$ cat config.mk
export PLATFORM = sky130hd
export DESIGN_NAME = windowed_section_time_profiler
export DESIGN_NICKNAME = d
export VERILOG_FILES = /design/src/sv/wstp_pkg.sv /design/src/sv/wstp_div.sv /design/src/sv/wstp_dp.sv /design/src/sv/wstp_ctrl.sv /design/src/sv/windowed_section_time_profiler.sv
export SDC_FILE = /design/constraint.sdc
export NUM_CORES = 2
export LEC_CHECK = 0
export ABC_AREA = 0
export BUFFER_PORTS_ARGS = -buffer_cell sky130_fd_sc_hd__buf_2
export CAP_MARGIN = 25
export CELL_PAD_IN_SITES_DETAIL_PLACEMENT = 1
export CELL_PAD_IN_SITES_GLOBAL_PLACEMENT = 2
export CORE_ASPECT_RATIO = 0.5
export CORE_MARGIN = 5
export CORE_UTILIZATION = 39
export CTS_CLUSTER_SIZE = 40
export DETAILED_ROUTE_END_ITERATION = 8
export PLACE_DENSITY_LB_ADDON = 0.1
export SLEW_MARGIN = 20
export SYNTH_ARGS = -nofsm -noshare
export SYNTH_HDL_FRONTEND = slang
export SYNTH_SLANG_ARGS = --single-unit
$ cat constraint.sdc
create_clock -name aclk -period 8.4 [get_ports aclk]
set_clock_uncertainty 0.15 [all_clocks]
set_input_delay 0.84 -clock aclk [delete_from_list [all_inputs] [get_ports aclk]]
set_output_delay 0.84 -clock aclk [all_outputs]
set_load 0.05 [all_outputs]
$ cat src/sv/wstp_pkg.sv
`timescale 1ns / 1ps
package wstp_pkg;

    localparam int DEF_NUM_SECTIONS = 8;
    localparam logic [15:0] FPW_RESET = 16'd30;
    localparam int FPS_SCALE = 1000;
    localparam int QW = 24;

    localparam logic [1:0] MODE_BEGIN = 2'd0;
    localparam logic [1:0] MODE_END   = 2'd1;
    localparam logic [1:0] MODE_FRAME = 2'd2;

    typedef struct packed {
        logic [1:0]  mode;
        logic [2:0]  section;
        logic [31:0] timestamp_ms;
    } in_t;

    typedef struct packed {
        logic [2:0]  result_section;
        logic [31:0] busy_ms;
        logic [31:0] entry_count;
        logic [15:0] busy_share_q16;
        logic [31:0] window_ms;
        logic [23:0] fps_q8;
        logic        last;
    } out_t;

    typedef struct packed {
        logic exec;
        logic mul;
        logic div_start;
        logic div_sel_fps;
        logic fps_latch;
        logic load_out;
    } dp_cmd_t;

    typedef struct packed {
        logic close;
        logic div_done;
        logic out_free;
    } dp_sts_t;

endpackage

$ cat src/sv/wstp_div.sv
`timescale 1ns / 1ps
module wstp_div (
    input  logic        aclk,
    input  logic        aresetn,
    input  logic        start,
    input  logic [31:0] num_hi,
    input  logic [wstp_pkg::QW-1:0] num_lo,
    input  logic [31:0] den,
    output logic        done,
    output logic [wstp_pkg::QW-1:0] quot
);
    import wstp_pkg::*;

    localparam int CW = $clog2(QW + 1);

    logic          busy_reg;
    logic          done_reg;
    logic [CW-1:0] cnt_reg;
    logic [31:0]   rem_reg;
    logic [QW-1:0] lo_reg;
    logic [QW-1:0] q_reg;
    logic [32:0]   trial;
    logic          qbit;

    // restoring division, one quotient bit a cycle
    assign trial = {rem_reg, lo_reg[QW-1]};
    assign qbit  = (trial >= {1'b0, den});

    always_ff @(posedge aclk) begin
        if (!aresetn) begin
            busy_reg <= 1'b0;
            done_reg <= 1'b0;
            cnt_reg  <= '0;
        end else if (start) begin
            // high part not below divisor: quotient overflows, also covers zero
            busy_reg <= (num_hi < den);
            done_reg <= (num_hi >= den);
            cnt_reg  <= CW'(QW);
        end else if (busy_reg) begin
            cnt_reg <= cnt_reg - 1'b1;
            if (cnt_reg == CW'(1)) begin
                busy_reg <= 1'b0;
                done_reg <= 1'b1;
            end
        end else begin
            done_reg <= 1'b0;
        end
    end

    always_ff @(posedge aclk) begin
        if (start) begin
            rem_reg <= num_hi;
            lo_reg  <= num_lo;
            q_reg   <= (num_hi >= den) ? '1 : '0;
        end else if (busy_reg) begin
            rem_reg <= qbit ? 32'(trial - {1'b0, den}) : trial[31:0];
            lo_reg  <= {lo_reg[QW-2:0], 1'b0};
            q_reg   <= {q_reg[QW-2:0], qbit};
        end
    end

    assign done = done_reg;
    assign quot = q_reg;
endmodule

$ cat src/sv/wstp_dp.sv
`timescale 1ns / 1ps
module wstp_dp #(
    parameter int NUM_SECTIONS = wstp_pkg::DEF_NUM_SECTIONS
) (
    input  logic              aclk,
    input  logic              aresetn,
    input  logic              cfg_wr_en,
    input  logic [15:0]       cfg_wr_data,
    input  logic              ev_load,
    input  wstp_pkg::in_t     ev_in,
    input  wstp_pkg::dp_cmd_t cmd,
    input  logic [((NUM_SECTIONS > 1) ? $clog2(NUM_SECTIONS) : 1)-1:0] idx,
    output wstp_pkg::dp_sts_t sts,
    output logic              m_valid,
    input  logic              m_ready,
    output wstp_pkg::out_t    m_data
);
    import wstp_pkg::*;

    localparam int IW    = (NUM_SECTIONS > 1) ? $clog2(NUM_SECTIONS) : 1;
    localparam int STORE = (NUM_SECTIONS < 8) ? NUM_SECTIONS : 8;
    localparam int SW    = (STORE > 1) ? $clog2(STORE) : 1;

    logic [31:0] start_reg [STORE];
    logic [31:0] busy_reg  [STORE];
    logic [31:0] ent_reg   [STORE];
    logic [15:0] fc_reg;
    logic [15:0] fpw_reg;
    logic [31:0] wstart_reg;
    logic        m_valid_reg;

    in_t         ev_reg;
    logic [31:0] window_reg;
    logic [16:0] frames_reg;
    logic [26:0] num_reg;
    logic [23:0] fps_reg;
    out_t        m_data_reg;

    logic [15:0]   fc_inc;
    logic          ev_hit;
    logic [SW-1:0] ev_idx;
    logic [31:0]   elapsed;
    logic [32:0]   busy_sum;
    logic          close_w;
    logic [SW-1:0] wi;
    logic          w_in;
    logic [31:0]   busy_w;
    logic [31:0]   ent_w;
    logic [31:0]   div_hi;
    logic [QW-1:0] div_lo;
    logic          div_done;
    logic [QW-1:0] div_q;
    logic          out_free;

    assign fc_inc   = fc_reg + 16'd1;
    assign ev_hit   = (32'(ev_reg.section) < NUM_SECTIONS);
    assign ev_idx   = ev_reg.section[SW-1:0];
    assign elapsed  = ev_reg.timestamp_ms - start_reg[ev_idx];
    assign busy_sum = {1'b0, busy_reg[ev_idx]} + {1'b0, elapsed};
    assign close_w  = (ev_reg.mode == MODE_FRAME) && (fc_inc == fpw_reg);

    // sections past the stored ones never see an event and read as zero
    assign wi     = idx[SW-1:0];
    assign w_in   = (32'(idx) < STORE);
    assign busy_w = w_in ? busy_reg[wi] : 32'd0;
    assign ent_w  = w_in ? ent_reg[wi] : 32'd0;

    assign div_hi = cmd.div_sel_fps ? 32'(num_reg[26:16]) : {8'd0, busy_w[31:8]};
    assign div_lo = cmd.div_sel_fps ? {num_reg[15:0], 8'd0} : {busy_w[7:0], 16'd0};

    wstp_div u_div (
        .aclk    (aclk),
        .aresetn (aresetn),
        .start   (cmd.div_start),
        .num_hi  (div_hi),
        .num_lo  (div_lo),
        .den     (window_reg),
        .done    (div_done),
        .quot    (div_q)
    );

    assign out_free = !m_valid_reg || m_ready;

    always_ff @(posedge aclk) begin
        if (!aresetn) begin
            for (int i = 0; i < STORE; i++) begin
                start_reg[i] <= '0;
                busy_reg[i]  <= '0;
                ent_reg[i]   <= '0;
            end
            fc_reg      <= '0;
            fpw_reg     <= FPW_RESET;
            wstart_reg  <= '0;
            m_valid_reg <= 1'b0;
        end else begin
            if (cfg_wr_en) begin
                fpw_reg <= cfg_wr_data;
            end
            if (cmd.exec) begin
                case (ev_reg.mode)
                    MODE_BEGIN: begin
                        if (ev_hit) begin
                            start_reg[ev_idx] <= ev_reg.timestamp_ms;
                            if (ent_reg[ev_idx] != '1) begin
                                ent_reg[ev_idx] <= ent_reg[ev_idx] + 32'd1;
                            end
                        end
                    end
                    MODE_END: begin
                        if (ev_hit) begin
                            busy_reg[ev_idx] <= busy_sum[32] ? '1 : busy_sum[31:0];
                        end
                    end
                    MODE_FRAME: begin
                        if (close_w) begin
                            fc_reg     <= '0;
                            wstart_reg <= ev_reg.timestamp_ms;
                        end else begin
                            fc_reg <= fc_inc;
                        end
                    end
                    default: begin
                    end
                endcase
            end
            if (cmd.load_out && w_in) begin
                busy_reg[wi] <= '0;
                ent_reg[wi]  <= '0;
            end
            if (cmd.load_out) begin
                m_valid_reg <= 1'b1;
            end else if (m_ready) begin
                m_valid_reg <= 1'b0;
            end
        end
    end

    always_ff @(posedge aclk) begin
        if (ev_load) begin
            ev_reg <= ev_in;
        end
        if (cmd.exec && close_w) begin
            window_reg <= ev_reg.timestamp_ms - wstart_reg;
            frames_reg <= (fpw_reg == 16'd0) ? 17'h10000 : {1'b0, fpw_reg};
        end
        if (cmd.mul) begin
            num_reg <= {10'd0, frames_reg} * 27'(FPS_SCALE);
        end
        if (cmd.fps_latch) begin
            fps_reg <= div_q;
        end
        if (cmd.load_out) begin
            m_data_reg.result_section <= 3'(idx);
            m_data_reg.busy_ms        <= busy_w;
            m_data_reg.entry_count    <= ent_w;
            m_data_reg.busy_share_q16 <= (div_q[QW-1:16] != '0) ? 16'hFFFF : div_q[15:0];
            m_data_reg.window_ms      <= window_reg;
            m_data_reg.fps_q8         <= fps_reg;
            m_data_reg.last           <= (idx == IW'(NUM_SECTIONS - 1));
        end
    end

    assign sts.close    = close_w;
    assign sts.div_done = div_done;
    assign sts.out_free = out_free;
    assign m_valid      = m_valid_reg;
    assign m_data       = m_data_reg;
endmodule

$ cat src/sv/wstp_ctrl.sv
`timescale 1ns / 1ps
module wstp_ctrl #(
    parameter int NUM_SECTIONS = wstp_pkg::DEF_NUM_SECTIONS
) (
    input  logic              aclk,
    input  logic              aresetn,
    input  logic              s_valid,
    output logic              s_ready,
    input  wstp_pkg::dp_sts_t sts,
    output wstp_pkg::dp_cmd_t cmd,
    output logic [((NUM_SECTIONS > 1) ? $clog2(NUM_SECTIONS) : 1)-1:0] idx
);
    import wstp_pkg::*;

    localparam int IW = (NUM_SECTIONS > 1) ? $clog2(NUM_SECTIONS) : 1;

    typedef enum logic [2:0] {
        ST_IDLE,
        ST_EXEC,
        ST_MUL,
        ST_FPS_GO,
        ST_FPS_WAIT,
        ST_SEC_GO,
        ST_SEC_WAIT,
        ST_LOAD
    } state_t;

    state_t        state_reg;
    logic          s_ready_reg;
    logic [IW-1:0] idx_reg;

    always_ff @(posedge aclk) begin
        if (!aresetn) begin
            state_reg   <= ST_IDLE;
            s_ready_reg <= 1'b1;
            idx_reg     <= '0;
        end else begin
            case (state_reg)
                ST_IDLE: begin
                    if (s_valid && s_ready_reg) begin
                        state_reg   <= ST_EXEC;
                        s_ready_reg <= 1'b0;
                    end
                end
                ST_EXEC: begin
                    if (sts.close) begin
                        state_reg <= ST_MUL;
                    end else begin
                        state_reg   <= ST_IDLE;
                        s_ready_reg <= 1'b1;
                    end
                end
                ST_MUL: begin
                    state_reg <= ST_FPS_GO;
                end
                ST_FPS_GO: begin
                    state_reg <= ST_FPS_WAIT;
                end
                ST_FPS_WAIT: begin
                    if (sts.div_done) begin
                        state_reg <= ST_SEC_GO;
                        idx_reg   <= '0;
                    end
                end
                ST_SEC_GO: begin
                    state_reg <= ST_SEC_WAIT;
                end
                ST_SEC_WAIT: begin
                    if (sts.div_done) begin
                        state_reg <= ST_LOAD;
                    end
                end
                ST_LOAD: begin
                    // wait for the result register to drain
                    if (sts.out_free) begin
                        if (idx_reg == IW'(NUM_SECTIONS - 1)) begin
                            state_reg   <= ST_IDLE;
                            s_ready_reg <= 1'b1;
                        end else begin
                            state_reg <= ST_SEC_GO;
                            idx_reg   <= idx_reg + 1'b1;
                        end
                    end
                end
                default: begin
                    state_reg   <= ST_IDLE;
                    s_ready_reg <= 1'b1;
                end
            endcase
        end
    end

    always_comb begin
        cmd             = '0;
        cmd.exec        = (state_reg == ST_EXEC);
        cmd.mul         = (state_reg == ST_MUL);
        cmd.div_start   = (state_reg == ST_FPS_GO) || (state_reg == ST_SEC_GO);
        cmd.div_sel_fps = (state_reg == ST_FPS_GO);
        cmd.fps_latch   = (state_reg == ST_FPS_WAIT) && sts.div_done;
        cmd.load_out    = (state_reg == ST_LOAD) && sts.out_free;
    end

    assign s_ready = s_ready_reg;
    assign idx     = idx_reg;
endmodule

$ cat src/sv/windowed_section_time_profiler.sv
`timescale 1ns / 1ps
// channel   ports                        payload
// ------    ---------------------------  -------------------------------
// event in  s_valid / s_ready / s_data   mode, section, timestamp_ms
// result    m_valid / m_ready / m_data   one per section on window close
// config    cfg_wr_en / cfg_wr_data      frames_per_window, no wait
//
// begin, end and plain frame events are accepted, then applied in an update state.
// a closing frame adds the multiply and the fps divide, then per section a
// divide on the shared 24-step restoring divider plus a load before its result.
// each result waits in the output register until taken; m_ready low stalls
// the section walk, and no new event is taken until the last is loaded.
// reset (aresetn low, synchronous) clears all section totals, counts and start times.
module windowed_section_time_profiler #(
    parameter int NUM_SECTIONS = wstp_pkg::DEF_NUM_SECTIONS
) (
    input  logic            aclk,
    input  logic            aresetn,
    input  logic            cfg_wr_en,
    input  logic [15:0]     cfg_wr_data,
    input  logic            s_valid,
    output logic            s_ready,
    input  wstp_pkg::in_t   s_data,
    output logic            m_valid,
    input  logic            m_ready,
    output wstp_pkg::out_t  m_data
);
    import wstp_pkg::*;

    localparam int IW = (NUM_SECTIONS > 1) ? $clog2(NUM_SECTIONS) : 1;

    dp_cmd_t       cmd;
    dp_sts_t       sts;
    logic [IW-1:0] idx;
    logic          s_accept;

    assign s_accept = s_valid && s_ready;

    wstp_ctrl #(
        .NUM_SECTIONS (NUM_SECTIONS)
    ) u_ctrl (
        .aclk    (aclk),
        .aresetn (aresetn),
        .s_valid (s_valid),
        .s_ready (s_ready),
        .sts     (sts),
        .cmd     (cmd),
        .idx     (idx)
    );

    wstp_dp #(
        .NUM_SECTIONS (NUM_SECTIONS)
    ) u_dp (
        .aclk        (aclk),
        .aresetn     (aresetn),
        .cfg_wr_en   (cfg_wr_en),
        .cfg_wr_data (cfg_wr_data),
        .ev_load     (s_accept),
        .ev_in       (s_data),
        .cmd         (cmd),
        .idx         (idx),
        .sts         (sts),
        .m_valid     (m_valid),
        .m_ready     (m_ready),
        .m_data      (m_data)
    );
endmodule

Yosys cells after proc, flatten, opt, wreduce, memory -nomap -nowiden
Memory sizes are Yosys's and may differ from the RTL's. A register that Yosys moved wholly into a read port is not among the register bits.
Index checks and enable logic that the tools add are counted.
- output and inout bits: 142
- memory bits (writable): 768
- ROM bits: 0
- logic and storage cells: 168
- memories: 3
- flip-flop bits (word level): 401
- latch bits: 0
- input bits: 58
- reductions and logical operators: 27
- magnitude comparators: 3
- eq/ne operators: 21
- multiply operators: 1
- muxes and demuxes: 76
- bitwise logic cells: 1
- shift operators: 0
- div/mod/pow operators: 0
- add/subtract/negate cells: 8
- memories (memory ; depth ; width ; rd ports ; clocked after memory_dff ; wr ports ; line ; text):
    u_dp.busy_reg ; 8 ; 32 ; 2 ; 2 ; 8 ; wstp_dp.sv:25 ; logic [31:0] busy_reg [STORE];
    u_dp.ent_reg ; 8 ; 32 ; 2 ; 2 ; 8 ; wstp_dp.sv:26 ; logic [31:0] ent_reg [STORE];
    u_dp.start_reg ; 8 ; 32 ; 1 ; 1 ; 8 ; wstp_dp.sv:24 ; logic [31:0] start_reg [STORE];
- operator list (kind ; count):
    two-way mux 32 bit ; 9
    two-way mux 24 bit ; 7
    OR reduction 32 bit ; 5
    subtractor 32 bit ; 3
    two-way mux 3 bit ; 18
    two-way mux 1 bit ; 34
    adder 32 x 32 -> 33 bit ; 1
    greater-or-equal comparator 33 x 32 -> 1 bit ; 1
    adder 32 x 1 -> 32 bit, second input constant ; 1
    greater-or-equal comparator 32 bit ; 1
    < comparator 32 bit ; 1
    inequality test 32 bit, second input constant ; 1
    multiplier 17 x 7 -> 24 bit, second input constant ; 1
    one-hot mux 3 bit (8 select lines) ; 1
    two-way mux 17 bit ; 1
    adder 16 x 1 -> 16 bit, second input constant ; 1
    equality test 16 bit ; 1
    logical NOT 16 bit ; 1
    two-way mux 16 bit ; 1
    equality test 3 bit, second input constant ; 5
    two-way mux 5 bit ; 2
    inequality test 2 x 1 -> 1 bit, second input constant ; 4
    AND reduction 4 bit ; 2
    nonzero test 8 bit ; 1
    other kinds (24) ; 34

Longest topological paths before layout
- word-level depth: 9
- depth in mapped cells: 31
- depth with buffers taken out: 25

Hierarchy
From an unflattened synthesis, not the netlist that was laid out.
- cells, all modules: 6008
- area total of the unflattened synthesis: 63703.6 sq um
- by module, submodules not included (module ; seq. area each (sq um) ; times used ; area an instance (sq um) ; cells an instance):
    wstp_dp ; 27526.4 ; 1 ; 56730.7 ; 5302
    wstp_div ; 2542.4 ; 1 ; 6505.0 ; 649
    wstp_ctrl ; 140.1 ; 1 ; 461.7 ; 56
    windowed_section_time_profiler ; 0.0 ; 1 ; 6.3 ; 1

Worst setup path before layout
OpenSTA, ideal clock, no wires.
- path type: reg2reg
- from: register (tool-made name)
- to: memory u_dp.busy_reg[4][19] (data pin)
- required time: 8.109 ns
- data arrival time: 7.317 ns
- library setup time: 0.141 ns
- path buffers: 7
- period minus slack after synthesis: 7.608 ns
- setup slack: 0.792 ns
- cell stages (with the launch flop): 31
- cell sequence: dfxtp_1 buf_6 buf_6 buf_4 buf_1 clkbuf_1 buf_2 mux4_2 mux2i_1 ha_1 a21o_1 a221oi_1 a211o_1 a21o_1 o31ai_1 or4_1 a41oi_1 o21bai_1 a21oi_1 xnor2_1 ha_1 nand2_1 or3_1 nor4_1 o311ai_1 a31oi_1 nor4_1 nor3_1 clkbuf_1 nor2_1 nor2_1
- RTL lines (item ; line):
    end: declaration ; wstp_dp.sv:25

==> impl_metrics.csv <==
group,metric,value,unit
final_layout,final_util,44.1,%
grt,grt_pass1_wl,293,mm
worst_setup_path,crit_arrival,7910,ps
detailed_routing,dr_total_vias,40500,
floorplan,die_y,294,um
logic_synthesis,synth-seq-cells,1196,
floorplan,ios,200,
outcome,status,"completed",
worst_setup_path,worstSetupEndpoint,"u_dp.busy_reg[2][23]",
timing,min_period,7470,ps
logic_synthesis,synth_ff_type,"edfxtp_1",
final_layout,drive_gt1_share,19.9,%
timing,worst_slew_pin_slew,1050,ps
detailed_routing,wirelength,201,mm
floorplan,rows,104,
timing,min_period_over_period,89.0,%
logic_synthesis,synth_seq_area_share,55.6,%
worst_setup_path,path_class,"reg2reg",
logic_synthesis,synth_cells,4792,
clocking,clock_latency,760,ps
grt,antenna_found_initial,9,
timing,fmax,134,MHz
clocking,cts_made_buffers,118,
worst_setup_path,r2r_cells,26,
detailed_routing,postRouteAntennaNets,0,
floorplan,core,161000,um2
final_layout,fin_nets,5319,
final_layout,layout_commonest_cell,"edfxtp_1",
clocking,clock_sinks,1196,
pwr,vdd_drop_max,0.153,mV
detailed_routing,route.detailed.drc,0,
worst_setup_path,critPathCaptureType,"flop",
worst_setup_path,r2r_slack,930,ps
detailed_routing,wire_per_inst,27.7,um
clocking,cts.path.max_buffers,3,
final_layout,fillers,16400,
floorplan,start_util,39.2,%
logic_synthesis,synthSimpleGateAreaFrac,11.9,%
final_layout,fin_cells,7258,
floorplan,dieWidth,579,um
clocking,path_clk_slew,70,ps
pwr,power.density,231,nW/um2
timing,setup_viol,0,
logic_synthesis,synth.mux.area_fraction,15.0,%
clocking,cts_setup_buffers,0,
grt,grt_pass1_vias,42600,
logic_synthesis,yosys.area_share.adder,6.34,%
place,place.gp.congestion,0.822,
place,portBuffers,199,
place,dpl.cell_count,7029,
detailed_routing,firstDrtPassIters,5,
min_path,holdCritPathClass,"in2reg",
timing,rsz0062_at_grt,"no",
final_layout,area_growth,12.5,%
flow_run,drv_cap,0,
logic_synthesis,synth_top_family_by_area,"multiplexers",
grt,grt_overflow_total,0,
logic_synthesis,synth_area,63000,um2
clocking,ctsResizeCount,0,
worst_setup_path,cp-start-kind,"flop",
detailed_routing,drtIter0Drc,3088,
pwr,p_leak,0.0261,uW
worst_setup_path,required,8840,ps
floorplan,die_area,170000,um2
final_layout,final_cell_mix,"1111 x edfxtp_1, 717 x nor2_1, 320 x mux4_2, 287 x nand2_1, 254 x and2_1",
clocking,cts_tree,"built",
logic_synthesis,synth.avg_cell_area,13.2,um2
logic_synthesis,yosys_warnings,0,
place,dp_hpwl,132,mm
timing,finalHoldViolations,0,
logic_synthesis,synth_compound_area_share,5.84,%
logic_synthesis,yosys.area_share.xor_xnor,2.46,%
clocking,htreeDepth,3,
worst_setup_path,critical_path.max_fanout,28,
clocking,root_buffer,"clkbuf_16",
logic_synthesis,synth_nets,5132,
detailed_routing,viasPerCell,5.58,
logic_synthesis,synthArstFlopShare,0,%
worst_setup_path,r2r-end,"u_dp.busy_reg[2][23]",
logic_synthesis,synth_enable_flop_cells,1111,
timing,finalSetupTns,0,ps
grt,track_usage,23.4,%
clocking,holdBufCountCts,0,
timing,maxSlewViolCount,0,
grt,grt_start_max_net_pins,65,
logic_synthesis,synth_cell_types,93,
timing,hold_slack,116,ps
timing,maxSlewHeadroom,29.5,%
==> cells by family (layout without fill, tap and decap cells) <==
kind of cell,count (synthesis),in the layout
AND/OR/NAND/NOR,1599,1599
flip-flops,1196,1196
AO/OA/AOI/OAI,561,561
multiplexers,531,531
buffers and inverters,446,734
adder cells (fa/ha/maj),282,282
XOR/XNOR,177,177
other,0,5
==> final cells by class <==
class / count / area, um2 / share of cell area (%)
Antenna cell: 5 / 12.5 / 0.0176
Sequential cell: 1196 / 35100 / 49.5
Clock buffer: 142 / 3110 / 4.38
Timing Repair Buffer: 313 / 1940 / 2.74
Multi-Input combinational cell: 3150 / 26500 / 37.3
Clock inverter: 79 / 833 / 1.18
Inverter: 200 / 756 / 1.07
Tap cell: 2173 / 2720 / 3.83
==> report_power, final <==
group | switching (uW) | internal [uW]
clock | 2480 | 3080
combinational | 2620 | 1280
sequential | 162 | 6750
==> synth_stat cells, types with 96 or more instances <==
cell type  count  share of area (%)
and2_1       254                2.5
inv_1        198                1.2
clkbuf_1     178                1.1
ha_1         220                4.4
a21oi_1      138                1.1
o21ai_0      100               0.79
mux2i_1      115                1.8
nor2_1       726                4.3
nand2_1      296                1.8
xnor2_1      114                1.6
mux2_2        96                1.7
mux4_2       320                 11
edfxtp_1    1111                 53
==> per-stage QoR <==
stage / cell area [um2] / setup slack [ps] / power, uW
floorplan: 63000 / 792 / 9590
detailed placement: 66900 / 1010 / 10900
finish: 70900 / 928 / 16400
global route: 70900 / 394 / 17100
global placement: 66800 / 1080 / 10800
CTS: 70800 / 954 / 16500
==> layer usage <==
metal  vias to the layer above  part of all wire [%]  global-route usage [%]
met2                      1038                    46                    37.3
met4                         2                   2.0                    5.02
met3                       231                   5.7                    3.65
met1                     21200                    46                    34.0
met5                         -                0.0065                       0
li1                      18100                     -                       -
==> how the worst min path moves through the flow <==
stage                                start  slack [ps]  depth (start not counted)               to
after floorplan            u_dp.fps_reg[9]         250                          0  u_dp.m_data[10]
after CTS                       s_data[22]          60                          1  u_dp.ev_reg[22]
final                           s_data[22]         120                          1  u_dp.ev_reg[22]
after detailed placement   u_dp.fps_reg[1]         260                          0   u_dp.m_data[2]
after global placement    u_dp.fps_reg[18]         260                          0  u_dp.m_data[19]
after global routing            s_data[16]          70                          1  u_dp.ev_reg[16]
==> worst max-delay path, cell delays in order (launching register included) <==
cell	delay, ps
dfxtp_4	750
mux4_2	350
mux2_2	170
ha_1	170
inv_1	60
fa_1	400
a21o_1	220
a221oi_1	540
a211o_1	260
a21o_1	210
o31ai_1	130
or4_1	420
a41oi_1	340
o21bai_1	140
a21oi_1	190
xnor2_1	120
ha_1	420
nand2_1	70
or3_1	330
nor4_1	360
o311ai_1	220
a31oi_1	300
nor4_1	90
nor3_2	290
buf_12	240
nor2_1	180
nor2_1	180
Power figures use the tool's default switching activity.
